File: src/rtl/slek_pkg.sv
// Shared constants, codes and control structs of the envelope kernel builder.
package slek_pkg;

  localparam int unsigned KERNEL_DEPTH = 1024;
  localparam int unsigned AW = $clog2(KERNEL_DEPTH);
  localparam int unsigned CW = AW + 1;
  localparam int unsigned SW = 16;
  localparam int unsigned FW = 11;
  localparam int unsigned VW = 16;
  localparam int unsigned PW = 32;
  localparam int unsigned NW = 43;
  localparam int unsigned DW = 28;
  localparam int unsigned QW = 17;

  localparam logic [FW-1:0] FADE_RST  = 11'd40;
  localparam logic [VW-1:0] SLIDE_RST = 16'd1;

  localparam logic CFG_FADE  = 1'b0;
  localparam logic CFG_SLIDE = 1'b1;
  localparam logic ACT_LOAD  = 1'b0;
  localparam logic ACT_EMIT  = 1'b1;

  typedef struct packed {
    logic capture;
    logic clear;
    logic div_load;
    logic lvl_upd;
    logic mul_src;
    logic store;
    logic finish;
    logic rd;
    logic mul_fade;
    logic mul_den;
    logic div_emit;
    logic out_load;
  } slek_cmd_t;

  typedef struct packed {
    logic kernel_ready;
    logic full;
    logic div_done;
  } slek_sts_t;

endpackage

File: src/rtl/slek_ctrl.sv
// Sequencer for the load and emit operations of the kernel builder.
module slek_ctrl (
  input  logic                clk_i,
  input  logic                rst_ni,
  input  logic                in_valid_i,
  output logic                in_ready_o,
  input  logic                action_i,
  output logic                out_valid_o,
  input  logic                out_ready_i,
  input  slek_pkg::slek_sts_t sts_i,
  output slek_pkg::slek_cmd_t cmd_o
);
  import slek_pkg::*;

  typedef enum logic [3:0] {
    S_IDLE, S_LSTART, S_LDIV, S_LMUL, S_LSTORE, S_LFIN,
    S_ERD, S_EMUL1, S_EMUL2, S_EDIVST, S_EDIV, S_EOUT
  } state_e;

  state_e state_q, state_d;
  logic   out_valid_q;
  logic   out_free;

  assign out_free   = !out_valid_q || out_ready_i;
  assign in_ready_o = (state_q == S_IDLE);

  always_comb begin
    cmd_o   = '0;
    state_d = state_q;
    case (state_q)
      S_IDLE: begin
        if (in_valid_i) begin
          cmd_o.capture = 1'b1;
          if (action_i == ACT_LOAD) begin
            cmd_o.clear = sts_i.kernel_ready;
            state_d     = S_LSTART;
          end else if (sts_i.kernel_ready) begin
            state_d = S_ERD;
          end
        end
      end
      S_LSTART: begin
        if (sts_i.full) begin
          state_d = S_LFIN;
        end else begin
          cmd_o.div_load = 1'b1;
          state_d        = S_LDIV;
        end
      end
      S_LDIV: begin
        if (sts_i.div_done) begin
          cmd_o.lvl_upd = 1'b1;
          state_d       = S_LMUL;
        end
      end
      S_LMUL: begin
        cmd_o.mul_src = 1'b1;
        state_d       = S_LSTORE;
      end
      S_LSTORE: begin
        cmd_o.store = 1'b1;
        state_d     = S_LFIN;
      end
      S_LFIN: begin
        cmd_o.finish = 1'b1;
        state_d      = S_IDLE;
      end
      S_ERD: begin
        cmd_o.rd = 1'b1;
        state_d  = S_EMUL1;
      end
      S_EMUL1: begin
        cmd_o.mul_fade = 1'b1;
        state_d        = S_EMUL2;
      end
      S_EMUL2: begin
        cmd_o.mul_den = 1'b1;
        state_d       = S_EDIVST;
      end
      S_EDIVST: begin
        cmd_o.div_emit = 1'b1;
        state_d        = S_EDIV;
      end
      S_EDIV: begin
        if (sts_i.div_done) begin
          state_d = S_EOUT;
        end
      end
      S_EOUT: begin
        if (out_free) begin
          cmd_o.out_load = 1'b1;
          state_d        = S_IDLE;
        end
      end
      default: state_d = S_IDLE;
    endcase
  end

  always_ff @(posedge clk_i or negedge rst_ni) begin
    if (!rst_ni) begin
      state_q     <= S_IDLE;
      out_valid_q <= 1'b0;
    end else begin
      state_q <= state_d;
      if (cmd_o.out_load) begin
        out_valid_q <= 1'b1;
      end else if (out_ready_i) begin
        out_valid_q <= 1'b0;
      end
    end
  end

  assign out_valid_o = out_valid_q;

endmodule

File: config.mk
export PLATFORM = sky130hd
export DESIGN_NAME = slek_ctrl
export DESIGN_NICKNAME = d
export VERILOG_FILES = /design/src/rtl/slek_pkg.sv /design/src/rtl/slek_ctrl.sv
export SDC_FILE = /design/constraint.sdc
export NUM_CORES = 1
export LEC_CHECK = 0
export BUFFER_PORTS_ARGS = -buffer_cell sky130_fd_sc_hd__buf_2
export CELL_PAD_IN_SITES_DETAIL_PLACEMENT = 0
export CELL_PAD_IN_SITES_GLOBAL_PLACEMENT = 2
export CORE_MARGIN = 10
export CORE_UTILIZATION = 26
export CTS_BUF_LIST = sky130_fd_sc_hd__clkbuf_8
export DETAILED_ROUTE_END_ITERATION = 12
export PLACE_DENSITY = 0.79
export SYNTH_ARGS = -nofsm -noshare
export SYNTH_HDL_FRONTEND = slang
export SYNTH_SLANG_ARGS = --single-unit
File: constraint.sdc
create_clock -name clk_i -period 1.81 [get_ports clk_i]
set_input_delay 0.0905 -clock clk_i [delete_from_list [all_inputs] [get_ports clk_i]]
set_output_delay 0.0905 -clock clk_i [all_outputs]
set_load 0.01 [all_outputs]
Word level (Yosys, flattened, before mapping)
Index checks and enable logic that the tools add are counted.
Widths: inputs -> output; s select.
{ "op_classes": {"muxes": 26, "reduce_logical": 5, "eq_ne": 16} }
{ "ops": {"columns": ["cell", "n"], "rows": [
  ["$pmux 4 s11", 1],
  ["$mux 4", 6],
  ["$eq 4x3->1 const B", 4],
  ["$eq 4x4->1 const B", 4],
  ["$mux 1", 16],
  ["$eq 4x2->1 const B", 2],
  ["$ne 2x2->1 const B", 4],
  ["$reduce_and 5->1", 1],
  ["$eq 4x1->1 const B", 1],
  ["$logic_not 4->1", 1],
  ["$mux 2", 2],
  ["$mux 3", 1],
  ["$ne 3x2->1 const B", 1],
  ["$reduce_bool 2->1", 1],
  ["$logic_not 1->1", 1],
  ["$logic_or 1x1->1", 1]
]} }
{ "word_totals": {"wordCells": 49, "inputBits": 8, "regBits": 5, "out_inout_bits": 14} }

Depth between registers and ports, before layout
{ "logic_depth": {"ltp_word": 5, "mapped_depth": 5, "depth_no_buf": 4} }

Worst setup path after synthesis
OpenSTA, ideal clock, no wires.
{ "synth_path": {"path_kind": "reg2reg", "start": "register state_q[1]", "end": "register state_q[0]", "required_time_ns": 1.686, "t_arrival_ns": 1.291, "synth_period_minus_slack_ns": 1.415, "path_stages_with_launch": 5, "setup_ns": 0.124, "slack_ns": 0.395, "n_path_buf": 0, "cell_sequence": "dfrtp_1 nor4_2 a21boi_2 a221o_1 o22ai_2"} }
{ "synth_via": {"elab_chain_len": 3, "elab_cells_between_ends": 18, "classes_between": "15 x eq/ne; 1 x mux; 2 x reduce/logical"} }
{ "synth_lines": {"columns": ["item", "line_no", "text"], "rows": [
  ["start: declaration", "slek_ctrl.sv:20", "state_e state_q, state_d;"],
  ["start signal: assignment", "slek_ctrl.sv:104", "state_q <= state_d;"],
  ["$logic_not 4->1 *", null, null],
  ["named net in_ready_o", "slek_ctrl.sv:6", "output logic in_ready_o,"],
  ["$ne 3x2->1 (no source line) / $ne 2x2->1 (equally long branches)", null, null],
  ["$reduce_and 5->1 (no source line)", null, null]
]} }
Mark *: on every way through the listed nets, which the timed path passes. The rest lies on a longest branch.
A chain may end at the register's enable or synchronous reset.

==> summary.md <==
| Metric | Value |
|---|---|
| Outcome | `complete, no violations` |
| Avg WL per Cell | `13.7 um` |
| Top-count cell post-synth | `nor2_1` |
| Placer congestion estimate | `0.750` |
| Proportion of netlist area held by the largest area contributor | `0.252` |
| Final setup vio count | `0` |
| Tightest Pin Transition | `0.425 ns` |
| Clock Pin Slew Worst Setup and Hold Paths | `0.04 ns` |
| Yosys reg bits | `5` |
| Post-synth EDFFs | `0` |
| Syn_area_per_cell | `8.71 um2` |
| Post-route cell area | `671 um2` |
| Setup Skew | `0.00640 ns` |
| Slew Limit Fails | `0` |
| Starting DRC count in detailed routing | `19` |
| Total Routing Usage GR | `0.0718` |
| Setup repair bufs after CTS | `0` |
| Async set-reset flop share out of synthesis | `1.00` |
| Grt total ovfl | `0` |
| Initial antenna violation count | `0` |
| Die ar. | `4060 um2` |
| CP Launch Type | `flip-flop` |
| Fin worst setup slack | `0.104 ns` |
| Crit path kind | `reg2out` |
| Fmax | `586 MHz` |
| Syn. warnings | `0` |
| Final TNS setup | `0 ns` |
| Synth area leader | `dfrtp_1` |
| Ant diodes | `0` |
| First-pass GRT wire length | `2.35 mm` |
| Pleak | `0.332 nW` |
| Rel. slew slack | `0.716` |
| Flip-flop and latch area | `125 um2` |
| Post-Synthesis Cell Area | `497 um2` |
| Post-DP HPWL | `1.12 mm` |
| Fin util | `0.380` |
| Core Footprint | `1760 um2` |
| Syn_nets | `65` |
| Routed wire length | `1.46 mm` |
| Area grow syn2layout | `35.0%` |
| Multi-input gate area | `328 um2` |
| Tcrit/Tclk final | `0.943` |
| Vias in the first global route | `491` |
| Vias | `513` |
| Initial Util | `0.282` |
| Fill count | `190` |
| Mapped Cells | `57` |
| CP required | `1.72 ns` |
| Root Driver | `clkbuf_8` |
| Largest net degree at the start of global routing | `16` |
| Layout cell share with drive strength beyond 1 | `0.500` |
| Clk Latency, worst-skew pair | `0.23 ns` |
| H-Tree Depth | `1` |
| Maximum ir drop on the vdd rail | `756 uV` |
| CTS sink cnt | `5` |
| Setup WS pre-CTS | `0.294 ns` |
| Distinct cells, synth | `30` |
| RSZ-0062 raised after global routing | `false` |
| CTS tree | `yes` |
| Iteration count of the initial detailed-routing pass | `4` |
| Final Critical Period | `1.71 ns` |
| CTS max path bufs | `2` |
| Antenna viol nets, final | `0` |
| Die X | `63.7 um` |
| Worst hold-check path type | `in2reg` |
| Row cnt | `15` |
| CP endpoint kind | `output port` |
| CTS resizes | `0` |
| Power Density | `1680 nW/um2` |
| Main synth FF type | `dfrtp_1` |
| Max-Cap Viols | `0` |
| Hold Fails Final Rpt | `0` |
| Placed inst area | `616 um2` |
| Synth area leaders | `dfrtp_1 (25%), nor2_1 (6.0%), or2b_2 (5.3%)` |
| DRC | `0` |
| IO buf count | `21` |
| Vias per inst | `4.79` |
| Register area share after synthesis | `0.252` |
| Hold Buf Count CTS | `1` |
| Die height | `63.7 um` |
| Total I/O pin count | `22` |
| Crit path arrival time | `1.62 ns` |
| Total Nets Final | `91` |
| Worst Path Max Fanout | `15` |
| TritonCTS Buffers | `3` |
| Most instantiated cells after synthesis | `nor2_1 (8), dfrtp_1 (5), nand2b_1 (4), nor3_1 (4)` |
[report_power, final]
| group | switching [mW] | internal (mW) |
|---|---|---|
| Combinational | 0.328 | 0.323 |
| Sequential | 0.108 | 0.160 |
| Clock | 0.0589 | 0.146 |
[state kept, by name, indices dropped and copies added (netlist names)]
signal       count
out_valid_o      1
state_q          4
[final timing paths]
check                           depth (start not counted)        start  slack [ns]     endpoint
worst max-delay path                                    4   state_q[0]        0.10    cmd_o[10]
worst min-delay path                                    3  out_ready_i        0.17  out_valid_o
worst max register to register                          4   state_q[0]        0.26   state_q[0]
worst min register to register                          1   state_q[3]        0.63   state_q[1]
max in group asynchronous                               2       rst_ni        1.47   state_q[3]
min in group asynchronous                               2       rst_ni        0.20   state_q[2]
[cell type report]
type / instances / area share
Clock buffer: 3 / 0.0616
Tap cell: 25 / 0.0466
Sequential cell: 5 / 0.187
Multi-Input combinational cell: 47 / 0.489
Timing Repair Buffer: 25 / 0.205
Inverter: 1 / 0.00560
Clock inverter: 1 / 0.00560
[routing by layer]
| layer | global-route usage | vias to the layer above | wire length, um |
|---|---|---|---|
| met5 | 0 | - | 0 |
| met4 | 0.0246 | 0 | 22 |
| met3 | 0.0406 | 4 | 85 |
| met2 | 0.117 | 16 | 718 |
| met1 | 0.0765 | 237 | 638 |
| li1 | - | 256 | - |
[worst max-delay path: stages, from the launching register on]
cell     delay, ns
dfrtp_1       0.52
nor4_2        0.39
and2_2        0.20
and3b_1       0.15
buf_2         0.12
[metrics by stage]
stage,total power [mW],std cells,hold slack (ns)
detailed placement,0.917,102,-0.0876
CTS,1.13,107,0.159
floorplan,0.770,57,-0.205
finish,1.12,107,0.165
global placement,0.921,102,-0.0927
global route,1.22,107,0.184
[placed cells by master, fill, tap and decap left out, drive strengths merged]
master / instances
a2111oi: 1
a21boi: 1
a21oi: 2
a221o: 1
a221oi: 1
and2: 1
and2b: 2
and3b: 1
and4: 1
and4bb: 1
buf: 24
clkbuf: 3
dfrtp: 5
dlygate4sd3: 1
inv: 2
nand2: 3
nand2b: 4
nand3: 1
nor2: 8
nor2b: 2
nor3: 4
nor3b: 1
nor4: 2
o21ai: 3
o22ai: 1
o31ai: 2
o32a: 1
or2b: 3
[cells by family after synthesis]
logic type,after synthesis,share of synthesized area
AND/OR/NAND/NOR,34,0.428
buffers and inverters,5,0.0881
flip-flops,5,0.252
AO/OA/AOI/OAI,13,0.232
Power figures use the tool's default switching activity.
